<file path="src/rtl/lpsm_pkg.sv">
// Shared constants, codes and helpers for the LIKE pattern string matcher.
package lpsm_pkg;

    localparam int MAX_PATTERN_DEF = 32;
    localparam int MAX_ENTRIES_DEF = 65536;

    localparam int PAT_BYTES   = 32;
    localparam int PAT_BITS    = PAT_BYTES * 8;
    localparam int WORD_W      = 64;
    localparam int BYTE_IDX_W  = 7;
    localparam int LEN_W       = 6;
    localparam int PRE_W       = 5;
    localparam int MODE_W      = 3;
    localparam int CFG_IDX_W   = 3;
    localparam int INDEX_W     = 16;
    localparam int S_TDATA_W   = 8;
    localparam int M_TDATA_W   = 24;

    typedef enum logic [MODE_W-1:0] {
        MODE_CONTAINS = 3'd0,
        MODE_PREFIX   = 3'd1,
        MODE_SUFFIX   = 3'd2,
        MODE_EXACT    = 3'd3,
        MODE_AFFIX    = 3'd4
    } match_mode_t;

    typedef enum logic [CFG_IDX_W-1:0] {
        REG_MATCH_MODE     = 3'd0,
        REG_PATTERN_LENGTH = 3'd1,
        REG_PREFIX_LENGTH  = 3'd2,
        REG_PATTERN_WORD0  = 3'd3,
        REG_PATTERN_WORD1  = 3'd4,
        REG_PATTERN_WORD2  = 3'd5,
        REG_PATTERN_WORD3  = 3'd6
    } cfg_reg_t;

    // Per-item control handed to the cell row.
    typedef struct packed {
        logic step;
        logic clear;
    } row_ctrl_t;

    function automatic logic [7:0] pat_byte(input logic [PAT_BITS-1:0] pat,
                                            input logic [BYTE_IDX_W-1:0] idx);
        logic [7:0] b;
        b = pat[{idx[4:0], 3'b000} +: 8];
        if (idx[BYTE_IDX_W-1:5] != '0) begin
            b = 8'h00;
        end
        return b;
    endfunction

endpackage

</file>
<file path="src/rtl/lpsm_cell.sv">
// One shift-and cell: holds one partial-match bit and passes it on.
module lpsm_cell
    import lpsm_pkg::*;
(
    input  logic      aclk,
    input  logic      aresetn,
    input  row_ctrl_t ctrl,
    input  logic      en,
    input  logic [7:0] pat_byte_i,
    input  logic [7:0] text_byte,
    input  logic      prev_bit,
    output logic      bit_now,
    output logic      bit_q
);

    logic bit_reg;
    logic bit_next;

    always_comb begin
        bit_now = bit_reg;
        if (ctrl.step) begin
            bit_now = prev_bit & en & (pat_byte_i == text_byte);
        end
        bit_next = bit_reg;
        if (ctrl.clear) begin
            bit_next = 1'b0;
        end else if (ctrl.step) begin
            bit_next = bit_now;
        end
    end

    always_ff @(posedge aclk) begin
        if (!aresetn) begin
            bit_reg <= 1'b0;
        end else begin
            bit_reg <= bit_next;
        end
    end

    assign bit_q = bit_reg;

endmodule

</file>
<file path="src/rtl/lpsm_chain.sv">
// Row of shift-and cells, one per pattern position of the matched part.
module lpsm_chain
    import lpsm_pkg::*;
#(
    parameter int MAX_PATTERN = MAX_PATTERN_DEF
) (
    input  logic                   aclk,
    input  logic                   aresetn,
    input  row_ctrl_t              ctrl,
    input  logic [PAT_BITS-1:0]    pattern,
    input  logic [LEN_W-1:0]       offset,
    input  logic [LEN_W-1:0]       sub_len,
    input  logic [7:0]             text_byte,
    output logic [MAX_PATTERN-1:0] vec_now
);

    logic [MAX_PATTERN-1:0] vec_q;

    for (genvar k = 0; k < MAX_PATTERN; k++) begin : g_cell
        logic [7:0] pb;
        logic       en;
        logic       prev;

        assign pb = pat_byte(pattern, BYTE_IDX_W'(offset) + BYTE_IDX_W'(k));
        assign en = BYTE_IDX_W'(k) < BYTE_IDX_W'(sub_len);
        if (k == 0) begin : g_head
            assign prev = 1'b1;
        end else begin : g_link
            assign prev = vec_q[k-1];
        end

        lpsm_cell u_cell (
            .aclk       (aclk),
            .aresetn    (aresetn),
            .ctrl       (ctrl),
            .en         (en),
            .pat_byte_i (pb),
            .text_byte  (text_byte),
            .prev_bit   (prev),
            .bit_now    (vec_now[k]),
            .bit_q      (vec_q[k])
        );
    end

endmodule

</file>
<file path="src/rtl/like_pattern_string_matcher_top.sv">
// Top level of the LIKE pattern string matcher: config, prefix check, verdict, output.
//
//  channel | direction | handshake               | payload
//  s_      | in        | s_tvalid / s_tready     | tdata text_byte, tuser has_byte, tlast end
//  m_      | out       | m_tvalid / m_tready     | tdata entry_index, is_match
//  cfg_    | in        | cfg_valid / cfg_ready   | cfg_index, cfg_data
//
//  One byte per cycle while s_tready is high: every cell updates its bit in the cycle the byte is accepted.
//  The verdict of a string is registered at its end byte and shown on the next cycle.
//  s_tready is low only while a result waits and m_tready is low.
//  Synchronous reset restores the register reset values; cfg_ready is always high.
module like_pattern_string_matcher_top
    import lpsm_pkg::*;
#(
    parameter int MAX_PATTERN = MAX_PATTERN_DEF,
    parameter int MAX_ENTRIES = MAX_ENTRIES_DEF
) (
    input  logic                  aclk,
    input  logic                  aresetn,
    input  logic                  s_tvalid,
    output logic                  s_tready,
    input  logic [S_TDATA_W-1:0]  s_tdata,   // [7:0] text_byte
    input  logic                  s_tuser,   // [0] has_byte
    input  logic                  s_tlast,
    output logic                  m_tvalid,
    input  logic                  m_tready,
    output logic [M_TDATA_W-1:0]  m_tdata,   // [15:0] entry_index, [16] is_match, zero fill
    input  logic                  cfg_valid,
    output logic                  cfg_ready,
    input  logic [CFG_IDX_W-1:0]  cfg_index,
    input  logic [WORD_W-1:0]     cfg_data
);

    localparam int CNT_W = $clog2(MAX_ENTRIES);
    localparam int IDX_W = $clog2(MAX_PATTERN);

    logic [MODE_W-1:0]   mode_reg;
    logic [LEN_W-1:0]    plen_reg;
    logic [PRE_W-1:0]    prelen_reg;
    logic [PAT_BITS-1:0] pattern_reg;

    logic                prefix_ok_reg, prefix_ok_next;
    logic                found_reg, found_next;
    logic [LEN_W-1:0]    seen_reg, seen_next;
    logic [CNT_W-1:0]    entry_reg;
    logic                m_valid_reg;
    logic [INDEX_W-1:0]  m_index_reg;
    logic                m_match_reg;

    logic [LEN_W-1:0]       len_eff, off, sub, plim;
    logic [MAX_PATTERN-1:0] vec_now;
    logic                   acc, has, tail_bit, tail, match;
    row_ctrl_t              ctrl;

    assign cfg_ready = 1'b1;
    assign s_tready  = !m_valid_reg || m_tready;
    assign acc       = s_tvalid && s_tready;
    assign has       = s_tuser;
    assign ctrl.step  = acc && has;
    assign ctrl.clear = acc && s_tlast;

    always_ff @(posedge aclk) begin
        if (!aresetn) begin
            mode_reg    <= MODE_CONTAINS;
            plen_reg    <= LEN_W'(1);
            prelen_reg  <= '0;
            pattern_reg <= '0;
        end else if (cfg_valid && cfg_ready) begin
            case (cfg_index)
                REG_MATCH_MODE:     mode_reg   <= cfg_data[MODE_W-1:0];
                REG_PATTERN_LENGTH: plen_reg   <= cfg_data[LEN_W-1:0];
                REG_PREFIX_LENGTH:  prelen_reg <= cfg_data[PRE_W-1:0];
                REG_PATTERN_WORD0:  pattern_reg[0*WORD_W +: WORD_W] <= cfg_data;
                REG_PATTERN_WORD1:  pattern_reg[1*WORD_W +: WORD_W] <= cfg_data;
                REG_PATTERN_WORD2:  pattern_reg[2*WORD_W +: WORD_W] <= cfg_data;
                REG_PATTERN_WORD3:  pattern_reg[3*WORD_W +: WORD_W] <= cfg_data;
                default: ;
            endcase
        end
    end

    always_comb begin
        len_eff = plen_reg;
        if ({1'b0, plen_reg} > (LEN_W+1)'(MAX_PATTERN)) begin
            len_eff = LEN_W'(MAX_PATTERN);
        end
        off = '0;
        if (mode_reg == MODE_AFFIX) begin
            off = (LEN_W'(prelen_reg) > len_eff) ? len_eff : LEN_W'(prelen_reg);
        end
        sub  = len_eff - off;
        plim = (mode_reg == MODE_AFFIX) ? off : len_eff;
    end

    lpsm_chain #(
        .MAX_PATTERN (MAX_PATTERN)
    ) u_chain (
        .aclk      (aclk),
        .aresetn   (aresetn),
        .ctrl      (ctrl),
        .pattern   (pattern_reg),
        .offset    (off),
        .sub_len   (sub),
        .text_byte (s_tdata[7:0]),
        .vec_now   (vec_now)
    );

    always_comb begin
        tail_bit = (sub != '0) && vec_now[IDX_W'(sub - LEN_W'(1))];
        tail     = (sub == '0) || tail_bit;

        found_next     = found_reg || (has && tail_bit);
        prefix_ok_next = prefix_ok_reg;
        seen_next      = seen_reg;
        if (has) begin
            if (seen_reg < plim &&
                pat_byte(pattern_reg, BYTE_IDX_W'(seen_reg)) != s_tdata[7:0]) begin
                prefix_ok_next = 1'b0;
            end
            if (seen_reg != '1) begin
                seen_next = seen_reg + LEN_W'(1);
            end
        end

        case (mode_reg)
            MODE_CONTAINS: match = (len_eff == '0) || found_next;
            MODE_PREFIX:   match = prefix_ok_next && (seen_next >= len_eff);
            MODE_SUFFIX:   match = tail;
            MODE_EXACT:    match = prefix_ok_next && (seen_next == len_eff);
            MODE_AFFIX:    match = prefix_ok_next && (seen_next >= len_eff) && tail;
            default:       match = 1'b0;
        endcase
    end

    always_ff @(posedge aclk) begin
        if (!aresetn) begin
            prefix_ok_reg <= 1'b1;
            found_reg     <= 1'b0;
            seen_reg      <= '0;
            entry_reg     <= '0;
            m_valid_reg   <= 1'b0;
        end else begin
            if (acc) begin
                if (s_tlast) begin
                    prefix_ok_reg <= 1'b1;
                    found_reg     <= 1'b0;
                    seen_reg      <= '0;
                    entry_reg     <= (entry_reg == CNT_W'(MAX_ENTRIES - 1)) ?
                                     '0 : entry_reg + CNT_W'(1);
                end else begin
                    prefix_ok_reg <= prefix_ok_next;
                    found_reg     <= found_next;
                    seen_reg      <= seen_next;
                end
            end
            if (acc && s_tlast) begin
                m_valid_reg <= 1'b1;
            end else if (m_tready) begin
                m_valid_reg <= 1'b0;
            end
        end
    end

    always_ff @(posedge aclk) begin
        if (acc && s_tlast) begin
            m_index_reg <= INDEX_W'(entry_reg);
            m_match_reg <= match;
        end
    end

    assign m_tvalid = m_valid_reg;
    assign m_tdata  = {{(M_TDATA_W - INDEX_W - 1){1'b0}}, m_match_reg, m_index_reg};

    a_hold_when_full: assert property (@(posedge aclk) disable iff (!aresetn)
        (m_valid_reg && !m_tready) |-> !s_tready)
        else $error("input taken while a result is held");

    a_result_follows_end: assert property (@(posedge aclk) disable iff (!aresetn)
        (acc && s_tlast) |=> (m_valid_reg && m_index_reg == INDEX_W'($past(entry_reg))))
        else $error("string end without result");

    a_entry_advance: assert property (@(posedge aclk) disable iff (!aresetn)
        (acc && s_tlast && entry_reg != CNT_W'(MAX_ENTRIES - 1))
        |=> entry_reg == $past(entry_reg) + CNT_W'(1))
        else $error("entry counter did not advance");

    a_string_clear: assert property (@(posedge aclk) disable iff (!aresetn)
        (acc && s_tlast) |=> (seen_reg == '0 && prefix_ok_reg && !found_reg))
        else $error("per-string state not cleared");

endmodule
</file>
<file path="config.mk">
export PLATFORM = sky130hd
export DESIGN_NAME = like_pattern_string_matcher_top
export DESIGN_NICKNAME = d
export VERILOG_FILES = /design/src/rtl/lpsm_pkg.sv /design/src/rtl/lpsm_cell.sv /design/src/rtl/lpsm_chain.sv /design/src/rtl/like_pattern_string_matcher_top.sv
export SDC_FILE = /design/constraint.sdc
export NUM_CORES = 2
export LEC_CHECK = 0
export BUFFER_PORTS_ARGS = -buffer_cell sky130_fd_sc_hd__buf_4
export CAP_MARGIN = 20
export CORE_AREA = 5 5 320 322
export DETAILED_ROUTE_END_ITERATION = 7
export DIE_AREA = 0 0 325 327
export RECOVER_POWER = 25
export REMOVE_ABC_BUFFERS = 1
export SLEW_MARGIN = 20
export SYNTH_ARGS = -nofsm -noshare
export SYNTH_HDL_FRONTEND = slang
export SYNTH_SLANG_ARGS = --single-unit
export TNS_END_PERCENT = 20
</file>
<file path="constraint.sdc">
create_clock -name aclk -period 21 [get_ports aclk]
set_clock_uncertainty 0.05 [all_clocks]
set_input_delay 3.15 -clock aclk [delete_from_list [all_inputs] [get_ports aclk]]
set_output_delay 3.15 -clock aclk [all_outputs]
set_load 0.01 [all_outputs]
</file>
; After elaboration in Yosys (flattened, before gate mapping)
; Index checks and enable logic that the tools add are counted.
[op_classes]
n_addsub = 35
order_cmp = 37
n_eq_ne = 46
n_shift = 33
n_mux = 83
bitwise = 64
reduce_logical = 60
[ops]
columns = op, n
row1 = 256-bit by 9-bit variable part select with 8-bit output, 33
row2 = 8-bit two-way mux, 34
row3 = 8-bit == test, 32
row4 = "6-bit by 5-bit adder with 7-bit output, second input constant", 16
row5 = "5-bit by 6-bit less-than comparator with 1-bit output, first input constant", 16
row6 = 2-bit nonzero test, 32
row7 = 1-bit AND, 63
row8 = "6-bit by 4-bit adder with 7-bit output, second input constant", 8
row9 = "4-bit by 6-bit less-than comparator with 1-bit output, first input constant", 8
row10 = 6-bit two-way mux, 7
row11 = 1-bit two-way mux, 39
row12 = "6-bit by 3-bit adder with 7-bit output, second input constant", 4
row13 = "3-bit by 6-bit less-than comparator with 1-bit output, first input constant", 4
row14 = "16-bit by 1-bit adder with 16-bit output, second input constant", 1
row15 = "16-bit == test, second input constant", 1
row16 = 16-bit two-way mux, 1
row17 = 2-bit AND reduction, 8
row18 = "6-bit by 2-bit adder with 7-bit output, second input constant", 2
row19 = "3-bit by 2-bit == test with 1-bit output, second input constant", 4
row20 = "3-bit == test, second input constant", 4
row21 = 6-bit logical NOT, 2
row22 = "1-bit by 6-bit less-than comparator with 1-bit output, first input constant", 2
row23 = "2-bit by 6-bit less-than comparator with 1-bit output, first input constant", 2
row24 = 1-bit logical AND, 9
row25 = other kinds (21), 26
[word_totals]
register_bits = 344
in_bits = 82
output_inout_bits = 27
word_cells = 404

; Depth between registers and ports, before layout
[logic_depth]
ltp_word = 18
depth_mapped = 37
depth_no_buf = 26

; Cells and area by module
; Synthesis repeated with hierarchy kept, for this count alone.
[unflattened]
cells_unflattened = 4068
hier_area_um2 = 37033.0
[modules_own_cells]
columns = mod, n_inst, cells_per_inst, area_each_um2, seq_area_each_um2
row1 = lpsm_chain, 1, 1763, 17076.4, 0.0
row2 = like_pattern_string_matcher_top, 1, 1729, 15232.1, 6416.2
row3 = lpsm_cell, 32, 18, 147.6, 20.0

; Worst setup path before layout
; Ideal clock, no wire load.
[synth_timing]
path_kind = flip-flop to flip-flop
from = register plen_reg[1]
to = register m_match_reg (data pin)
setup_ps = 163
arrival_ps = 7491
t_required_ps = 20787
slack_ps = 13296
path_stages_with_launch = 33
path_buffers = 14
synth_period_minus_slack_ps = 7704
path_cell_list = dfxtp_1 -> clkbuf_1 -> nor2b_1 -> clkbuf_1 -> inv_1 -> ha_1 -> nor2b_2 -> o21ai_4 -> a21oi_2 -> buf_4 -> a2bb2oi_1 -> buf_2 -> buf_2 -> buf_2 -> clkbuf_1 -> buf_2 -> ha_1 -> clkbuf_1 -> clkbuf_1 -> clkbuf_1 -> buf_1 -> clkbuf_1 -> clkbuf_1 -> mux4_2 -> a22oi_1 -> xnor2_1 -> o2111ai_1 -> o21ai_1 -> o221ai_1 -> a2111oi_0 -> nor4_1 -> a211o_1 -> o221ai_1
[synth_between]
elab_chain_cells = 18
word_cells_on_any_way = 313
cone_classes = add/sub (33) / order compare (36) / eq/ne (33) / shift (32) / mux (73) / bitwise (63) / reduce/logical (43)
[synth_rtl]
columns = item, line
row1 = start: declaration, like_pattern_string_matcher_top.sv:38  ; logic [LEN_W-1:0] plen_reg;
row2 = start signal: assignment, like_pattern_string_matcher_top.sv:71  ; REG_PATTERN_LENGTH: plen_reg <= cfg_data[LEN_W-1:0];
row3 = 6-bit > comparator, like_pattern_string_matcher_top.sv:84  ; if ({1'b0, plen_reg} > (LEN_W+1)'(MAX_PATTERN)) begin
row4 = 6-bit two-way mux (*), like_pattern_string_matcher_top.sv:84
row5 = 5-bit by 6-bit > comparator with 1-bit output, like_pattern_string_matcher_top.sv:89  ; off = (LEN_W'(prelen_reg) > len_eff) ? len_eff : LEN_W'(prelen_reg);
row6 = 6-bit two-way mux, like_pattern_string_matcher_top.sv:89
row7 = 6-bit two-way mux, like_pattern_string_matcher_top.sv:88  ; if (mode_reg == MODE_AFFIX) begin
row8 = "6-bit by 1-bit adder with 7-bit output, or another cell as far along", lpsm_chain.sv:24  ; assign pb = pat_byte(pattern, BYTE_IDX_W'(offset) + BYTE_IDX_W'(k));
row9 = 256-bit by 9-bit variable part select with 8-bit output / 2-bit nonzero test (equally long branches), "lpsm_pkg.sv:46, lpsm_pkg.sv:47"
row10 = 8-bit two-way mux, lpsm_pkg.sv:47  ; if (idx[BYTE_IDX_W-1:5] != '0) begin
row11 = [3 not listed], -
row12 = 1-bit binary-select mux with 5-bit select, like_pattern_string_matcher_top.sv:109  ; tail_bit = (sub != '0) && vec_now[IDX_W'(sub - LEN_W'(1))];
row13 = 1-bit two-way mux (not written as such), like_pattern_string_matcher_top.sv:109
row14 = 1-bit logical AND, like_pattern_string_matcher_top.sv:109
row15 = 1-bit logical AND, like_pattern_string_matcher_top.sv:112  ; found_next = found_reg || (has && tail_bit);
row16 = 1-bit logical OR, like_pattern_string_matcher_top.sv:112
row17 = 1-bit logical OR, like_pattern_string_matcher_top.sv:126  ; MODE_CONTAINS: match = (len_eff == '0) || found_next;
row18 = 1-bit case mux with 5 select lines (*), like_pattern_string_matcher_top.sv:125  ; case (mode_reg)
row19 = named net match, like_pattern_string_matcher_top.sv:52  ; logic acc, has, tail_bit, tail, match;
row20 = end signal: assignment, like_pattern_string_matcher_top.sv:167  ; m_match_reg <= match;
row21 = end: declaration, like_pattern_string_matcher_top.sv:48  ; logic m_match_reg;
; The timed path passes the listed nets; every way through them passes the cells marked *. The select of a mux whose other input is x is not followed.
; A chain may end at the register's enable or synchronous reset.

; Final worst setup path
; Ends and elaborated chain as after synthesis.

==> reports/results.ini <==
[outcome]
status = complete, but fails checks
violations = DRC, capacitance limit, slew limit

[yosys]
seq_area_frac_synth_pct = 16.4
syn_area_sq_mm = 0.0431
yosys_warnings = 0
synthFlopType = dfxtp_1
async_flop_share_pct = 0
synthTopCellsByArea = dfxtp_1 (15%), mux4_2 (11%), mux2i_1 (10%)
synth_edf_count = 17
ys_types = 112
ys_ff_latch = 344
synth_cells = 5509
synth_top_area_cell = dfxtp_1
synth_top_area_share_pct = 15.2
synth_area_per_cell_sq_um = 7.83

[power_and_ir_drop]
total_leakage_power_nw = 16.2
p_per_area_mw_per_mm2 = 40.5
vdd_drop_max_uv = 61.1
finalPower_mw = 1.87

[timing]
maxSlewHeadroom_pct = -203
setup_viol = 0
worst_slew_pin_slew_ps = 4550
min_period_ps = 9750
period_share_pct = 46.4
tns_ps = 0
drv_slew = 195
setup_slack_ps = 11250
finalHoldViolations = 0
rsz0062_at_grt = false
fmax_mhz = 103

[floorplanning]
io_pins = 109
die_w_microns = 325
start_util_pct = 43.4
die_h_microns = 327
die-area_sq_mm = 0.106
placementRows = 116
core_sq_mm = 0.0993

[drt]
vias = 50600
wirelength_mm = 277
vias_per_cell = 7.57
antenna_left = 0
wl_per_cell_microns = 41.4
drt_pass1_iterations = 8
drt_iter0_drc = 8999
drc_errors = 8

[clock_network]
cts.reportedPaths.clkPinSlew_ps = 70
cts_tree = yes
cts_made_buffers = 42
root_buffer = clkbuf_16
cts-htree-levels = 2
cts_buffer_depth = 3
ctsResizeCount = 0
clkLatencyLatePin_ps = 660
post-cts-setup-buffers = 0
hold_buffers = 0
cts_sinks = 344

[global_routing]
busiest_layer = met2
grt_pass1_vias = 45700
track_usage_pct = 49.3
grt_max_degree = 132
grtUsageMet3_pct = 19.7
grtUsageMet2_pct = 69.6
overflow = 0
grt_antenna_before_repair = 15
met1_usage_pct = 60.9
grt_pass1_wl_mm = 375

[cells_and_area]
nFillCells = 10000
stdcell_count = 6692
mostFrequentLayoutCells = nand2_1 (960), mux2i_1 (440), dfxtp_1 (324)
drive_gt1_share_pct = 14.8
final_common_cell = nand2_1
finalNetCount = 5468
largest_reg_flops = 256
final_core_util_pct = 46.6
areaGrowthSynthToFinish_pct = 7.32

[place]
dp_slack_ps = 11860
hpwl_mm = 211
dpl.cell_count = 6602
gp_congestion = 1.17
io_buffers = 100

[worst_setup_path]
critPathSlowestCell = nor3_1
setup.worst_path.class = flop to flop
ff2ff_setup_slack_ps = 11250
critPathArrivalTime_ps = 10180
critPathCaptureType = flop
crit_fanout = 25
r2r_cells = 29
critical_path_required_ps = 21430
slowest_delay_ps = 850
crit_path_start_kind = flop
critPathLaunch = plen_reg[1]$_SDFFE_PN0P_
cpMostUsedCell = buf_4
r2r-start = plen_reg[1]$_SDFFE_PN0P_
r2r_end = m_match_reg$_DFFE_PP_

[worst_hold_path]
holdPathStages = 1
hp-start = prefix_ok_reg$_SDFFE_PN1P_
hp-class = flop to flop
min_to = prefix_ok_reg$_SDFFE_PN1P_

[run]
drv_cap = 3

[cell usage after synthesis, types with 37 or more instances]
cell type and instances:
mux2_2 150, a22oi_1 96, a211oi_1 79, nor2_1 302
o211ai_1 106, and3_1 40, o21ai_0 133, a221oi_1 45
a21oi_1 260, a2bb2oi_1 42, nor4_1 39, nor3_1 118
o22ai_1 128, mux4_2 208, and2_1 40, nor2b_1 38
a32oi_1 37, ha_1 37, xnor2_1 204, a21boi_0 275
buf_1 45, nand3_1 180, inv_1 90, buf_2 130
mux2i_1 441, nand4_1 58, dfxtp_1 327, clkbuf_1 258
nand2_1 962
[worst max path at each step]
stage,slack [ps],endpoint
floorplan,3780,m_match_reg$_DFFE_PP_
global placement,11890,m_match_reg$_DFFE_PP_
detailed placement,11860,m_match_reg$_DFFE_PP_
CTS,11820,m_match_reg$_DFFE_PP_
global route,11250,m_match_reg$_DFFE_PP_
finish,11250,m_match_reg$_DFFE_PP_
[cell type report]
type	instances	area [sq um]	share of cell area [%]
multi-input combinational	4597	33800	73.1
sequential	344	7070	15.3
timing repair buffer	265	1980	4.27
tap	1298	1620	3.51
clock buffer	56	1170	2.54
inverter	99	384	0.830
clock inverter	22	198	0.427
antenna	11	27.5	0.0595
[power breakdown]
group          switching (mW)  internal [mW]  total [mW]
Sequential             0.0297          0.671       0.700
Combinational           0.281          0.134       0.414
Clock                   0.347          0.412       0.760
[metrics by stage]
stage / hold WS [ps] / instance area [sq um]
floorplan: 377 / 41000
global placement: 386 / 44900
detailed placement: 397 / 44900
CTS: 414 / 46300
global route: 438 / 46200
finish: 411 / 46300
[logic make-up (layout without fill, tap and decap cells)]
group           after synthesis  after routing  synth area share [%]
xor+xnor                    225            225                  4.57
buf+inv                     574            442                  5.93
other cells                   2             19                0.0174
mux                         806            806                  25.2
fa+ha+maj                    37             37                  1.07
simple gates               1900           1900                  19.7
compound gates             1621           1621                  27.1
flops                       344            344                  16.4
[worst max-delay path: cells and delay by family (launching register included)]
kind | cells | cell delay, ps
XOR/XNOR | 2 | 890
adder cells (fa/ha/maj) | 2 | 510
AO/OA/AOI/OAI | 12 | 3320
flip-flops | 1 | 500
buffers and inverters | 6 | 1880
AND/OR/NAND/NOR | 7 | 2400
[routing by layer]
layer | routed length [microns] | part of all wire, % | vias to the layer above
li1 | - | - | 20500
met1 | 100000 | 36 | 24700
met2 | 110000 | 40 | 4349
met3 | 41200 | 15 | 1087
met4 | 26000 | 9.4 | 8
met5 | 56 | 0.020 | -
Power figures use the tool's default switching activity.
